<file path="src/rtl/core/moving_window_std_deviation_top_macros.svh">
// Assertion macros for the sliding-window standard deviation block.
`ifndef MOVING_WINDOW_STD_DEVIATION_TOP_MACROS_SVH
`define MOVING_WINDOW_STD_DEVIATION_TOP_MACROS_SVH

// Condition must never hold outside reset.
`define MWSD_NEVER(lbl, cond, msg) \
  lbl: assert property (@(posedge clk) disable iff (rst) !(cond)) else $error(msg);

// Antecedent implies consequent in the same cycle.
`define MWSD_IMPLY(lbl, ante, cons, msg) \
  lbl: assert property (@(posedge clk) disable iff (rst) (ante) |-> (cons)) else $error(msg);

`endif

</file>
<file path="src/rtl/core/mwsd_pkg.sv">
// Shared constants, types and state encodings for the window deviation block.
package mwsd_pkg;

  localparam int WIN_SIZE    = 32;
  localparam int WIN_AW      = $clog2(WIN_SIZE);
  localparam int FILL_W      = WIN_AW + 1;
  localparam int SAMPLE_W    = 16;
  localparam int SQ_W        = 2 * SAMPLE_W;
  localparam int SUM_W       = SAMPLE_W + WIN_AW + 1;
  localparam int ABS_W       = SAMPLE_W + WIN_AW;
  localparam int SUMSQ_W     = SQ_W + WIN_AW - 1;
  localparam int SUM2_W      = 2 * ABS_W;
  localparam int DIFF_W      = SUMSQ_W + WIN_AW;
  localparam int Q8_SHIFT    = 16 - 2 * WIN_AW;
  localparam int STD_W       = 24;
  localparam int RAD_W       = 2 * STD_W;
  localparam int REM_W       = STD_W + 3;
  localparam int ROOT_STEPS  = STD_W;
  localparam int CNT_W       = $clog2(ROOT_STEPS);
  localparam int Q_DEPTH     = 4;
  localparam int Q_AW        = $clog2(Q_DEPTH);

  typedef struct packed {
    logic                      valid_res;
    logic signed [SUM_W-1:0]   sum;
    logic [SUMSQ_W-1:0]        sumsq;
  } entry_t;

  typedef struct packed {
    logic   valid;
    entry_t data;
  } q_wr_t;

  typedef struct packed {
    logic full;
    logic empty;
  } q_stat_t;

  typedef enum logic [1:0] {
    F_IDLE,
    F_MUL,
    F_UPD
  } front_state_t;

  typedef enum logic [2:0] {
    B_IDLE,
    B_MUL,
    B_SUB,
    B_ROOT,
    B_DONE
  } back_state_t;

endpackage

</file>
<file path="src/rtl/core/mwsd_if.sv">
// Sample request and result request channel interfaces.
interface mwsd_sample_if;
  logic                                 valid;
  logic                                 ready;
  logic signed [mwsd_pkg::SAMPLE_W-1:0] sample;

  modport source (output valid, output sample, input ready);
  modport sink (input valid, input sample, output ready);
endinterface

interface mwsd_result_if;
  logic                              valid;
  logic                              ready;
  logic [mwsd_pkg::STD_W-1:0]        std_dev;
  logic                              valid_res;

  modport source (output valid, output std_dev, output valid_res, input ready);
  modport sink (input valid, input std_dev, input valid_res, output ready);
endinterface

</file>
<file path="src/rtl/core/mwsd_front.sv">
// Front end: window store, running sum and sum of squares update.
module mwsd_front (
  input  logic                 clk,
  input  logic                 rst,
  mwsd_sample_if.sink          samples,
  input  mwsd_pkg::q_stat_t    q_stat,
  output mwsd_pkg::q_wr_t      q_wr
);

  logic signed [mwsd_pkg::SAMPLE_W-1:0] window_mem [mwsd_pkg::WIN_SIZE];

  mwsd_pkg::front_state_t state, state_next;

  logic signed [mwsd_pkg::SAMPLE_W-1:0] x_r;
  logic signed [mwsd_pkg::SAMPLE_W-1:0] rd_data;
  logic signed [mwsd_pkg::SAMPLE_W-1:0] old_r;
  logic signed [mwsd_pkg::SAMPLE_W-1:0] old_sel;
  logic signed [mwsd_pkg::SQ_W-1:0]     x_wide;
  logic signed [mwsd_pkg::SQ_W-1:0]     old_wide;
  logic [mwsd_pkg::SQ_W-1:0]            sq_x;
  logic [mwsd_pkg::SQ_W-1:0]            sq_old;
  logic                                 warm_r;
  logic [mwsd_pkg::WIN_AW-1:0]          addr_r;
  logic [mwsd_pkg::WIN_AW-1:0]          addr_in;
  logic [mwsd_pkg::WIN_AW-1:0]          wp;
  logic [mwsd_pkg::FILL_W-1:0]          fill;
  logic                                 warm_now;
  logic                                 accept;
  logic signed [mwsd_pkg::SUM_W-1:0]    sum, sum_next;
  logic [mwsd_pkg::SUMSQ_W-1:0]         sumsq, sumsq_next;

  assign warm_now      = fill < mwsd_pkg::FILL_W'(mwsd_pkg::WIN_SIZE);
  assign addr_in       = warm_now ? fill[mwsd_pkg::WIN_AW-1:0] : wp;
  assign samples.ready = (state == mwsd_pkg::F_IDLE) && !q_stat.full;
  assign accept        = samples.valid && samples.ready;
  assign old_sel       = warm_r ? '0 : rd_data;
  assign x_wide        = mwsd_pkg::SQ_W'(x_r);
  assign old_wide      = mwsd_pkg::SQ_W'(old_sel);

  assign sum_next   = sum - mwsd_pkg::SUM_W'(old_r) + mwsd_pkg::SUM_W'(x_r);
  assign sumsq_next = sumsq - mwsd_pkg::SUMSQ_W'(sq_old) + mwsd_pkg::SUMSQ_W'(sq_x);

  always_comb begin
    state_next           = state;
    q_wr.valid           = 1'b0;
    q_wr.data.valid_res  = !warm_r;
    q_wr.data.sum        = sum_next;
    q_wr.data.sumsq      = sumsq_next;
    case (state)
      mwsd_pkg::F_IDLE: begin
        if (accept) state_next = mwsd_pkg::F_MUL;
      end
      mwsd_pkg::F_MUL: begin
        state_next = mwsd_pkg::F_UPD;
      end
      mwsd_pkg::F_UPD: begin
        q_wr.valid = 1'b1;
        state_next = mwsd_pkg::F_IDLE;
      end
      default: begin
        state_next = mwsd_pkg::F_IDLE;
      end
    endcase
  end

  always_ff @(posedge clk) begin
    if (accept) begin
      rd_data <= window_mem[addr_in];
    end
    if (state == mwsd_pkg::F_MUL) begin
      window_mem[addr_r] <= x_r;
    end
  end

  always_ff @(posedge clk) begin
    if (accept) begin
      x_r    <= samples.sample;
      warm_r <= warm_now;
      addr_r <= addr_in;
    end
    if (state == mwsd_pkg::F_MUL) begin
      old_r  <= old_sel;
      sq_x   <= $unsigned(x_wide * x_wide);
      sq_old <= $unsigned(old_wide * old_wide);
    end
  end

  always_ff @(posedge clk) begin
    if (rst) begin
      state <= mwsd_pkg::F_IDLE;
      sum   <= '0;
      sumsq <= '0;
      fill  <= '0;
      wp    <= '0;
    end else begin
      state <= state_next;
      if (state == mwsd_pkg::F_UPD) begin
        sum   <= sum_next;
        sumsq <= sumsq_next;
        if (warm_r) begin
          fill <= fill + mwsd_pkg::FILL_W'(1);
        end else begin
          wp <= wp + mwsd_pkg::WIN_AW'(1);
        end
      end
    end
  end

endmodule

</file>
<file path="src/rtl/core/mwsd_queue.sv">
// Short FIFO of window sums between front and back ends.
module mwsd_queue (
  input  logic                 clk,
  input  logic                 rst,
  input  mwsd_pkg::q_wr_t      q_wr,
  input  logic                 pop,
  output mwsd_pkg::entry_t     rd_data,
  output mwsd_pkg::q_stat_t    q_stat
);

  mwsd_pkg::entry_t            slots [mwsd_pkg::Q_DEPTH];
  logic [mwsd_pkg::Q_AW-1:0]   wr_ptr, rd_ptr;
  logic [mwsd_pkg::Q_AW:0]     count;

  assign q_stat.full  = count == (mwsd_pkg::Q_AW+1)'(mwsd_pkg::Q_DEPTH);
  assign q_stat.empty = count == '0;
  assign rd_data      = slots[rd_ptr];

  always_ff @(posedge clk) begin
    if (q_wr.valid) begin
      slots[wr_ptr] <= q_wr.data;
    end
  end

  always_ff @(posedge clk) begin
    if (rst) begin
      wr_ptr <= '0;
      rd_ptr <= '0;
      count  <= '0;
    end else begin
      if (q_wr.valid) wr_ptr <= wr_ptr + mwsd_pkg::Q_AW'(1);
      if (pop) rd_ptr <= rd_ptr + mwsd_pkg::Q_AW'(1);
      if (q_wr.valid && !pop) begin
        count <= count + (mwsd_pkg::Q_AW+1)'(1);
      end else if (pop && !q_wr.valid) begin
        count <= count - (mwsd_pkg::Q_AW+1)'(1);
      end
    end
  end

endmodule

</file>
<file path="src/rtl/core/mwsd_back.sv">
// Back end: variance numerator and bit-serial square root, result register.
module mwsd_back (
  input  logic                 clk,
  input  logic                 rst,
  input  mwsd_pkg::q_stat_t    q_stat,
  input  mwsd_pkg::entry_t     q_data,
  output logic                 pop,
  mwsd_result_if.source        results
);

  mwsd_pkg::back_state_t state, state_next;

  logic signed [mwsd_pkg::SUM_W-1:0] ent_sum;
  logic [mwsd_pkg::SUMSQ_W-1:0]      ent_sumsq;
  logic [mwsd_pkg::SUM_W-1:0]        abs_full;
  logic [mwsd_pkg::ABS_W-1:0]        abs_v;
  logic [mwsd_pkg::SUM2_W-1:0]       sum2;
  logic [mwsd_pkg::DIFF_W-1:0]       lhs;
  logic [mwsd_pkg::DIFF_W-1:0]       diff;
  logic [mwsd_pkg::RAD_W-1:0]        rad;
  logic [mwsd_pkg::REM_W-1:0]        rem, rem_sh, rem_step, trial;
  logic [mwsd_pkg::STD_W-1:0]        root, root_step;
  logic [mwsd_pkg::CNT_W-1:0]        cnt;
  logic                              ge;
  logic                              load;
  logic                              out_valid;
  logic [mwsd_pkg::STD_W-1:0]        out_std;
  logic                              out_vres;
  logic                              ent_vres;

  assign results.valid     = out_valid;
  assign results.std_dev   = out_std;
  assign results.valid_res = out_vres;

  assign abs_full = ent_sum[mwsd_pkg::SUM_W-1] ? $unsigned(-ent_sum) : $unsigned(ent_sum);
  assign abs_v    = abs_full[mwsd_pkg::ABS_W-1:0];
  assign lhs      = {ent_sumsq, {mwsd_pkg::WIN_AW{1'b0}}};
  assign diff     = ({1'b0, lhs} >= sum2) ? lhs - sum2[mwsd_pkg::DIFF_W-1:0] : '0;

  // one result bit per cycle, two radicand bits shifted in
  assign rem_sh    = {rem[mwsd_pkg::REM_W-3:0], rad[mwsd_pkg::RAD_W-1 -: 2]};
  assign trial     = mwsd_pkg::REM_W'({root, 2'b01});
  assign ge        = rem_sh >= trial;
  assign rem_step  = ge ? rem_sh - trial : rem_sh;
  assign root_step = {root[mwsd_pkg::STD_W-2:0], ge};

  assign load = (state == mwsd_pkg::B_DONE) && (!out_valid || results.ready);

  always_comb begin
    state_next = state;
    pop        = 1'b0;
    case (state)
      mwsd_pkg::B_IDLE: begin
        if (!q_stat.empty) begin
          pop        = 1'b1;
          state_next = q_data.valid_res ? mwsd_pkg::B_MUL : mwsd_pkg::B_DONE;
        end
      end
      mwsd_pkg::B_MUL: begin
        state_next = mwsd_pkg::B_SUB;
      end
      mwsd_pkg::B_SUB: begin
        state_next = mwsd_pkg::B_ROOT;
      end
      mwsd_pkg::B_ROOT: begin
        if (cnt == mwsd_pkg::CNT_W'(mwsd_pkg::ROOT_STEPS - 1)) begin
          state_next = mwsd_pkg::B_DONE;
        end
      end
      mwsd_pkg::B_DONE: begin
        if (load) state_next = mwsd_pkg::B_IDLE;
      end
      default: begin
        state_next = mwsd_pkg::B_IDLE;
      end
    endcase
  end

  always_ff @(posedge clk) begin
    case (state)
      mwsd_pkg::B_IDLE: begin
        ent_vres  <= q_data.valid_res;
        ent_sum   <= q_data.sum;
        ent_sumsq <= q_data.sumsq;
        root      <= '0;
        rem       <= '0;
      end
      mwsd_pkg::B_MUL: begin
        sum2 <= mwsd_pkg::SUM2_W'(abs_v) * mwsd_pkg::SUM2_W'(abs_v);
      end
      mwsd_pkg::B_SUB: begin
        rad <= mwsd_pkg::RAD_W'({diff, {mwsd_pkg::Q8_SHIFT{1'b0}}});
        cnt <= '0;
      end
      mwsd_pkg::B_ROOT: begin
        rad  <= {rad[mwsd_pkg::RAD_W-3:0], 2'b00};
        rem  <= rem_step;
        root <= root_step;
        cnt  <= cnt + mwsd_pkg::CNT_W'(1);
      end
      default: begin
      end
    endcase
    if (load) begin
      out_std  <= root;
      out_vres <= ent_vres;
    end
  end

  always_ff @(posedge clk) begin
    if (rst) begin
      state     <= mwsd_pkg::B_IDLE;
      out_valid <= 1'b0;
    end else begin
      state <= state_next;
      if (load) begin
        out_valid <= 1'b1;
      end else if (results.ready) begin
        out_valid <= 1'b0;
      end
    end
  end

endmodule

</file>
<file path="src/rtl/core/moving_window_std_deviation_top.sv">
// Top level of the sliding-window population standard deviation block.
// Each sample request updates a 32-deep window with its running sum and sum of
// squares and yields one result: std_dev = floor(256*sqrt(32*sumsq - sum^2)/32)
// in unsigned Q.8 with valid_res high once the window is full, or 0 with
// valid_res low for the first 32 samples. The front end takes a sample only when
// idle and the queue is not full, then does the window read, squares and sum
// update in order; the back end forms each full-window result with its 24-step
// bit-serial square root and skips the root for warm-up results. A 4-entry
// queue lets the front accept samples while the back end is busy.
`include "moving_window_std_deviation_top_macros.svh"

module moving_window_std_deviation_top (
  input  logic           clk,
  input  logic           rst,
  mwsd_sample_if.sink    samples,
  mwsd_result_if.source  results
);

  mwsd_pkg::q_wr_t    q_wr;
  mwsd_pkg::q_stat_t  q_stat;
  mwsd_pkg::entry_t   q_data;
  logic               q_pop;

  mwsd_front u_front (
    .clk     (clk),
    .rst     (rst),
    .samples (samples),
    .q_stat  (q_stat),
    .q_wr    (q_wr)
  );

  mwsd_queue u_queue (
    .clk     (clk),
    .rst     (rst),
    .q_wr    (q_wr),
    .pop     (q_pop),
    .rd_data (q_data),
    .q_stat  (q_stat)
  );

  mwsd_back u_back (
    .clk     (clk),
    .rst     (rst),
    .q_stat  (q_stat),
    .q_data  (q_data),
    .pop     (q_pop),
    .results (results)
  );

  `MWSD_NEVER(a_queue_overflow, q_wr.valid && q_stat.full, "queue push while full")
  `MWSD_NEVER(a_queue_underflow, q_pop && q_stat.empty, "queue pop while empty")
  `MWSD_IMPLY(a_warm_zero, results.valid && !results.valid_res, results.std_dev == '0, "warm-up result not zero")

endmodule
</file>
<file path="src/flat_wrapper.sv">
// flat-port wrapper written by rule: the top's interface ports become plain ports
module moving_window_std_deviation_top_flat 
  (clk, rst, samples_valid, samples_sample, samples_ready, results_valid, results_std_dev, results_valid_res, results_ready);
  mwsd_sample_if samples_i ();
  mwsd_result_if results_i ();
  input  logic clk;
  input  logic rst;
  input wire logic [$bits(samples_i.valid)-1:0] samples_valid;
  input wire logic [$bits(samples_i.sample)-1:0] samples_sample;
  output wire logic [$bits(samples_i.ready)-1:0] samples_ready;
  output wire logic [$bits(results_i.valid)-1:0] results_valid;
  output wire logic [$bits(results_i.std_dev)-1:0] results_std_dev;
  output wire logic [$bits(results_i.valid_res)-1:0] results_valid_res;
  input wire logic [$bits(results_i.ready)-1:0] results_ready;
  assign samples_i.valid = samples_valid;
  assign samples_i.sample = samples_sample;
  assign samples_ready = samples_i.ready;
  assign results_valid = results_i.valid;
  assign results_std_dev = results_i.std_dev;
  assign results_valid_res = results_i.valid_res;
  assign results_i.ready = results_ready;
  moving_window_std_deviation_top u_core (.clk(clk), .rst(rst), .samples(samples_i), .results(results_i));
endmodule
</file>
<file path="config.mk">
export PLATFORM = sky130hd
export DESIGN_NAME = moving_window_std_deviation_top_flat
export DESIGN_NICKNAME = d
export VERILOG_FILES = /design/src/rtl/core/mwsd_pkg.sv /design/src/rtl/core/mwsd_if.sv /design/src/rtl/core/mwsd_front.sv /design/src/rtl/core/mwsd_queue.sv /design/src/rtl/core/mwsd_back.sv /design/src/rtl/core/moving_window_std_deviation_top.sv /design/src/flat_wrapper.sv
export VERILOG_INCLUDE_DIRS = /design/src /design/src/rtl/core
export SDC_FILE = /design/constraint.sdc
export NUM_CORES = 2
export LEC_CHECK = 0
export ABC_CLOCK_PERIOD_IN_PS = 8600
export BUFFER_PORTS_ARGS = -buffer_cell sky130_fd_sc_hd__buf_2
export CELL_PAD_IN_SITES_DETAIL_PLACEMENT = 0
export CELL_PAD_IN_SITES_GLOBAL_PLACEMENT = 2
export CORE_UTILIZATION = 30
export DETAILED_ROUTE_END_ITERATION = 10
export PLACE_DENSITY = 0.62
export SETUP_SLACK_MARGIN = 0.05
export SLEW_MARGIN = 20
export SYNTH_ARGS = -nofsm -noshare
export SYNTH_HDL_FRONTEND = slang
export SYNTH_SLANG_ARGS = --single-unit
</file>
<file path="constraint.sdc">
create_clock -name clk -period 8.6 [get_ports clk]
set_input_delay 0.43 -clock clk [delete_from_list [all_inputs] [get_ports clk]]
set_output_delay 0.43 -clock clk [all_outputs]
set_load 0.01 [all_outputs]
</file>
==> impl_metrics.py <==
metrics = {
    "logic_synthesis": {
        "synth.most_common_cell": "inv_1",
        "syn-cell-area_mm2": 0.08061,
        "ys_warn_count": 0,
        "synth_top_area_share_pct": 40.35,
        "synthTopCellsByCount": "inv_1 (1309), edfxtp_1 (1083), nand2_1 (948), fa_1 (841), ha_1 (448)",
        "syn-num-nets": 8456,
        "synth_top_area_cell": "edfxtp_1",
        "yosysSeqAreaShare_pct": 42.43,
        "ys_top_cells_by_area": "edfxtp_1 (40%), fa_1 (21%), ha_1 (7.0%)",
        "syn-mean-instance-area_um2": 11.28,
        "synth-edff-count": 1083,
        "synthCells": 7147,
        "synthFlopType": "edfxtp_1",
        "ys_types": 85,
        "async_flop_share_pct": 0,
        "synth-seq-cells": 1167,
    },
    "global_routing": {
        "grt_overflow": 0,
        "antenna_found_initial": 6,
        "grt.total_usage_pct": 16.64,
        "grt_pass1_wl_um": 340900,
        "grt_pass1_vias": 53848,
        "grt_max_degree": 110,
    },
    "setup_path": {
        "required_ns": 9.11,
        "reg2reg_from": "u_core.u_back.ent_sum[5]",
        "crit_type": "reg -> reg",
        "r2r_end": "u_core.u_back.sum2[39]",
        "r2r_cells": 30,
        "end_kind": "register",
        "crit_family": "adder cells",
        "crit_slowest_cell": "fa_1",
        "arrival_ns": 8.75,
        "cpPeakStageDelay_ns": 0.50,
        "ff2ff_setup_slack_ns": 0.36,
        "cpMostUsedCell": "fa_1",
        "cp-start-kind": "register",
        "critPathBufInv": 7,
        "cp.depth": 30,
        "critPathMaxFanout": 4,
    },
    "layout": {
        "syn_to_final_growth_pct": 12.80,
        "nNetsFinal": 8634,
        "n_fill_cell": 26963,
        "drive_gt1_share_pct": 8.185,
        "regArea_mm2": 0.03421,
        "multiInputGateArea_mm2": 0.04072,
    },
    "sta": {
        "final.period_utilization_pct": 95.77,
        "finalSetupViolCount": 0,
        "rsz0062_at_grt": "yes",
        "hold_violations": 0,
        "max_slew_margin_pct": 30.55,
        "clock_skew_ns": 0.07994,
        "worst_pin_slew_ns": 1.040,
        "slew_violations": 0,
        "timing.final.ws_setup_ns": 0.3637,
        "fin_crit_ns": 8.236,
        "fmax_mhz": 121.4,
    },
    "clock_tree": {
        "tritoncts": "done",
        "insertion_delay_ns": 0.83,
        "h-tree-depth": 4,
        "clockRootBuffer": "clkbuf_16",
        "cts_made_buffers": 144,
        "clock-sinks": 1167,
        "path_clk_slew_ns": 0.07,
        "cts_buffer_depth": 4,
    },
    "placement": {
        "post-place-ws_ns": 0.06707,
        "gp_congestion": 0.8534,
        "hpwl_um": 164000,
        "portBuffers": 46,
    },
    "worst_hold_path": {
        "worstHoldPathCells": 2,
        "hp-class": "in -> reg",
        "whs_endpoint": "u_core.u_queue.wr_ptr[0]",
        "min_from": "rst",
    },
    "routing": {
        "drt_first_iter_violations": 3093,
        "dr.pass1.iters": 5,
        "wl_per_cell_um": 20.48,
        "num_vias": 50810,
        "drtAntennaViolNets": 0,
        "route.detailed.drc": 0,
        "drt-total-wl_um": 224500,
        "via_per_inst": 4.634,
    },
    "floorplan": {
        "die_x_um": 520.4,
        "rows": 189,
        "ios": 47,
        "die_area_mm2": 0.2708,
        "initial_core_util_pct": 30.27,
        "coreArea_mm2": 0.2663,
        "die_h_um": 520.4,
    },
    "flow_run": {
        "maxCapViolCount": 0,
    },
    "status": {
        "outcome": "finished, final reports clean",
    },
}
how the worst max path moves through the flow:
stage	from	end
detailed placement	u_core.u_back.ent_sum[7]	u_core.u_back.sum2[32]
finish	u_core.u_back.ent_sum[5]	u_core.u_back.sum2[39]
global route	u_core.u_back.ent_sum[7]	u_core.u_back.sum2[39]
CTS	u_core.u_back.ent_sum[0]	u_core.u_back.sum2[39]
floorplan	u_core.u_back.ent_sum[7]	u_core.u_back.sum2[32]
global placement	u_core.u_back.ent_sum[7]	u_core.u_back.sum2[32]
layer usage:
metal  routed length, um  global-route usage [%]
met1              104600                   22.82
met2              109300                   28.65
met3                7422                   1.732
met4                3192                   2.800
met5                   0                       0
kinds of logic (layout without fill, tap and decap cells):
| kind of cell | Yosys count | in the layout | share of synthesized area, % |
|---|---|---|---|
| AO/OA/AOI/OAI | 783 | 783 | 6.633 |
| XOR/XNOR | 273 | 273 | 2.976 |
| adder cells (fa/ha/maj) | 1289 | 1289 | 27.84 |
| buffers and inverters | 1574 | 1855 | 7.356 |
| flip-flops | 1167 | 1167 | 42.43 |
| multiplexers | 83 | 83 | 1.950 |
| other | 0 | 4 | 0 |
| AND/OR/NAND/NOR | 1978 | 1978 | 10.81 |
through the flow:
stage                     utilization, %  std cells  hold slack (ns)  instance area [um2]  TNS [ns]
after floorplan                        -       7147           0.4003                80610         0
after global placement             32.33      10686           0.4114                86080         0
after detailed placement           32.33      10686           0.4079                86090         0
after CTS                          34.07      10953          0.06078                90710         0
after global routing               34.14      10962          0.07738                90910  -0.01469
final                              34.15      10965           0.1210                90920         0
what timing repair did:
| action | CTS | global route |
|---|---|---|
| pin swaps | 0 | 9 |
| resized for setup | 1 | 34 |
| hold buffers | 18 | 0 |
| setup buffers | 0 | 8 |
| endpoints found under the hold margin | 19 | 0 |
| setup endpoints to repair | 1 | 14 |
final cells by class:
| type | count | area share [%] |
|---|---|---|
| clock buffer | 190 | 4.280 |
| sequential | 1167 | 37.62 |
| multi-input combinational | 4406 | 44.79 |
| tap | 3533 | 4.862 |
| timing repair buffer | 281 | 2.350 |
| clock inverter | 59 | 0.6041 |
| antenna | 4 | 0.01101 |
| inverter | 1325 | 5.483 |
layout by cell type (no fill, tap or decap), drive strengths merged, types with 13 or more instances in the layout:
master          n
o21ai          91
a211oi         32
xnor2         186
a21oi         242
nand3         309
nand2b         35
a311oi         82
mux2i          22
inv          1320
fa            841
edfxtp       1083
nand4          15
o21a           26
dlygate4sd3    18
or3            15
o211ai         15
nor2          374
dfxtp          84
o21bai         17
nand2         948
clkinv         48
a31oi          36
and2           89
buf           263
a21o          116
mux4           59
ha            448
nor3           38
a22o           39
xor2           87
and3           53
nor4           13
o31ai          13
nor2b          52
clkbuf        190
worst register-to-register path: cells and delay by family (launching register included):
| family | cells | cell delay (ns) |
|---|---|---|
| compound gates | 8 | 1.93 |
| simple gates | 5 | 0.96 |
| buf+inv | 7 | 1.03 |
| xor+xnor | 2 | 0.27 |
| fa+ha+maj | 8 | 3.36 |
| flops | 1 | 0.42 |
sequential cells by signal, summed over array words and instances (netlist names), 22 cells and up, named ones only:
| register | cells |
|---|---|
| u_core.u_front.sq_old | 30 |
| u_core.u_front.window_mem | 512 |
| u_core.u_back.rem | 25 |
| u_core.u_queue.slots | 236 |
| u_core.u_back.ent_sum | 22 |
| u_core.u_back.ent_sumsq | 36 |
| u_core.u_front.sum | 22 |
| u_core.u_front.sq_x | 31 |
| u_core.u_front.sumsq | 36 |
| u_core.u_back.results.std_dev | 24 |
| u_core.u_back.sum2 | 41 |
| u_core.u_back.root | 24 |
| u_core.u_back.rad | 41 |
Power is left out: the tool's default activity adds up to more than one toggle a clock period on the data nets, which glitch-free logic cannot reach.
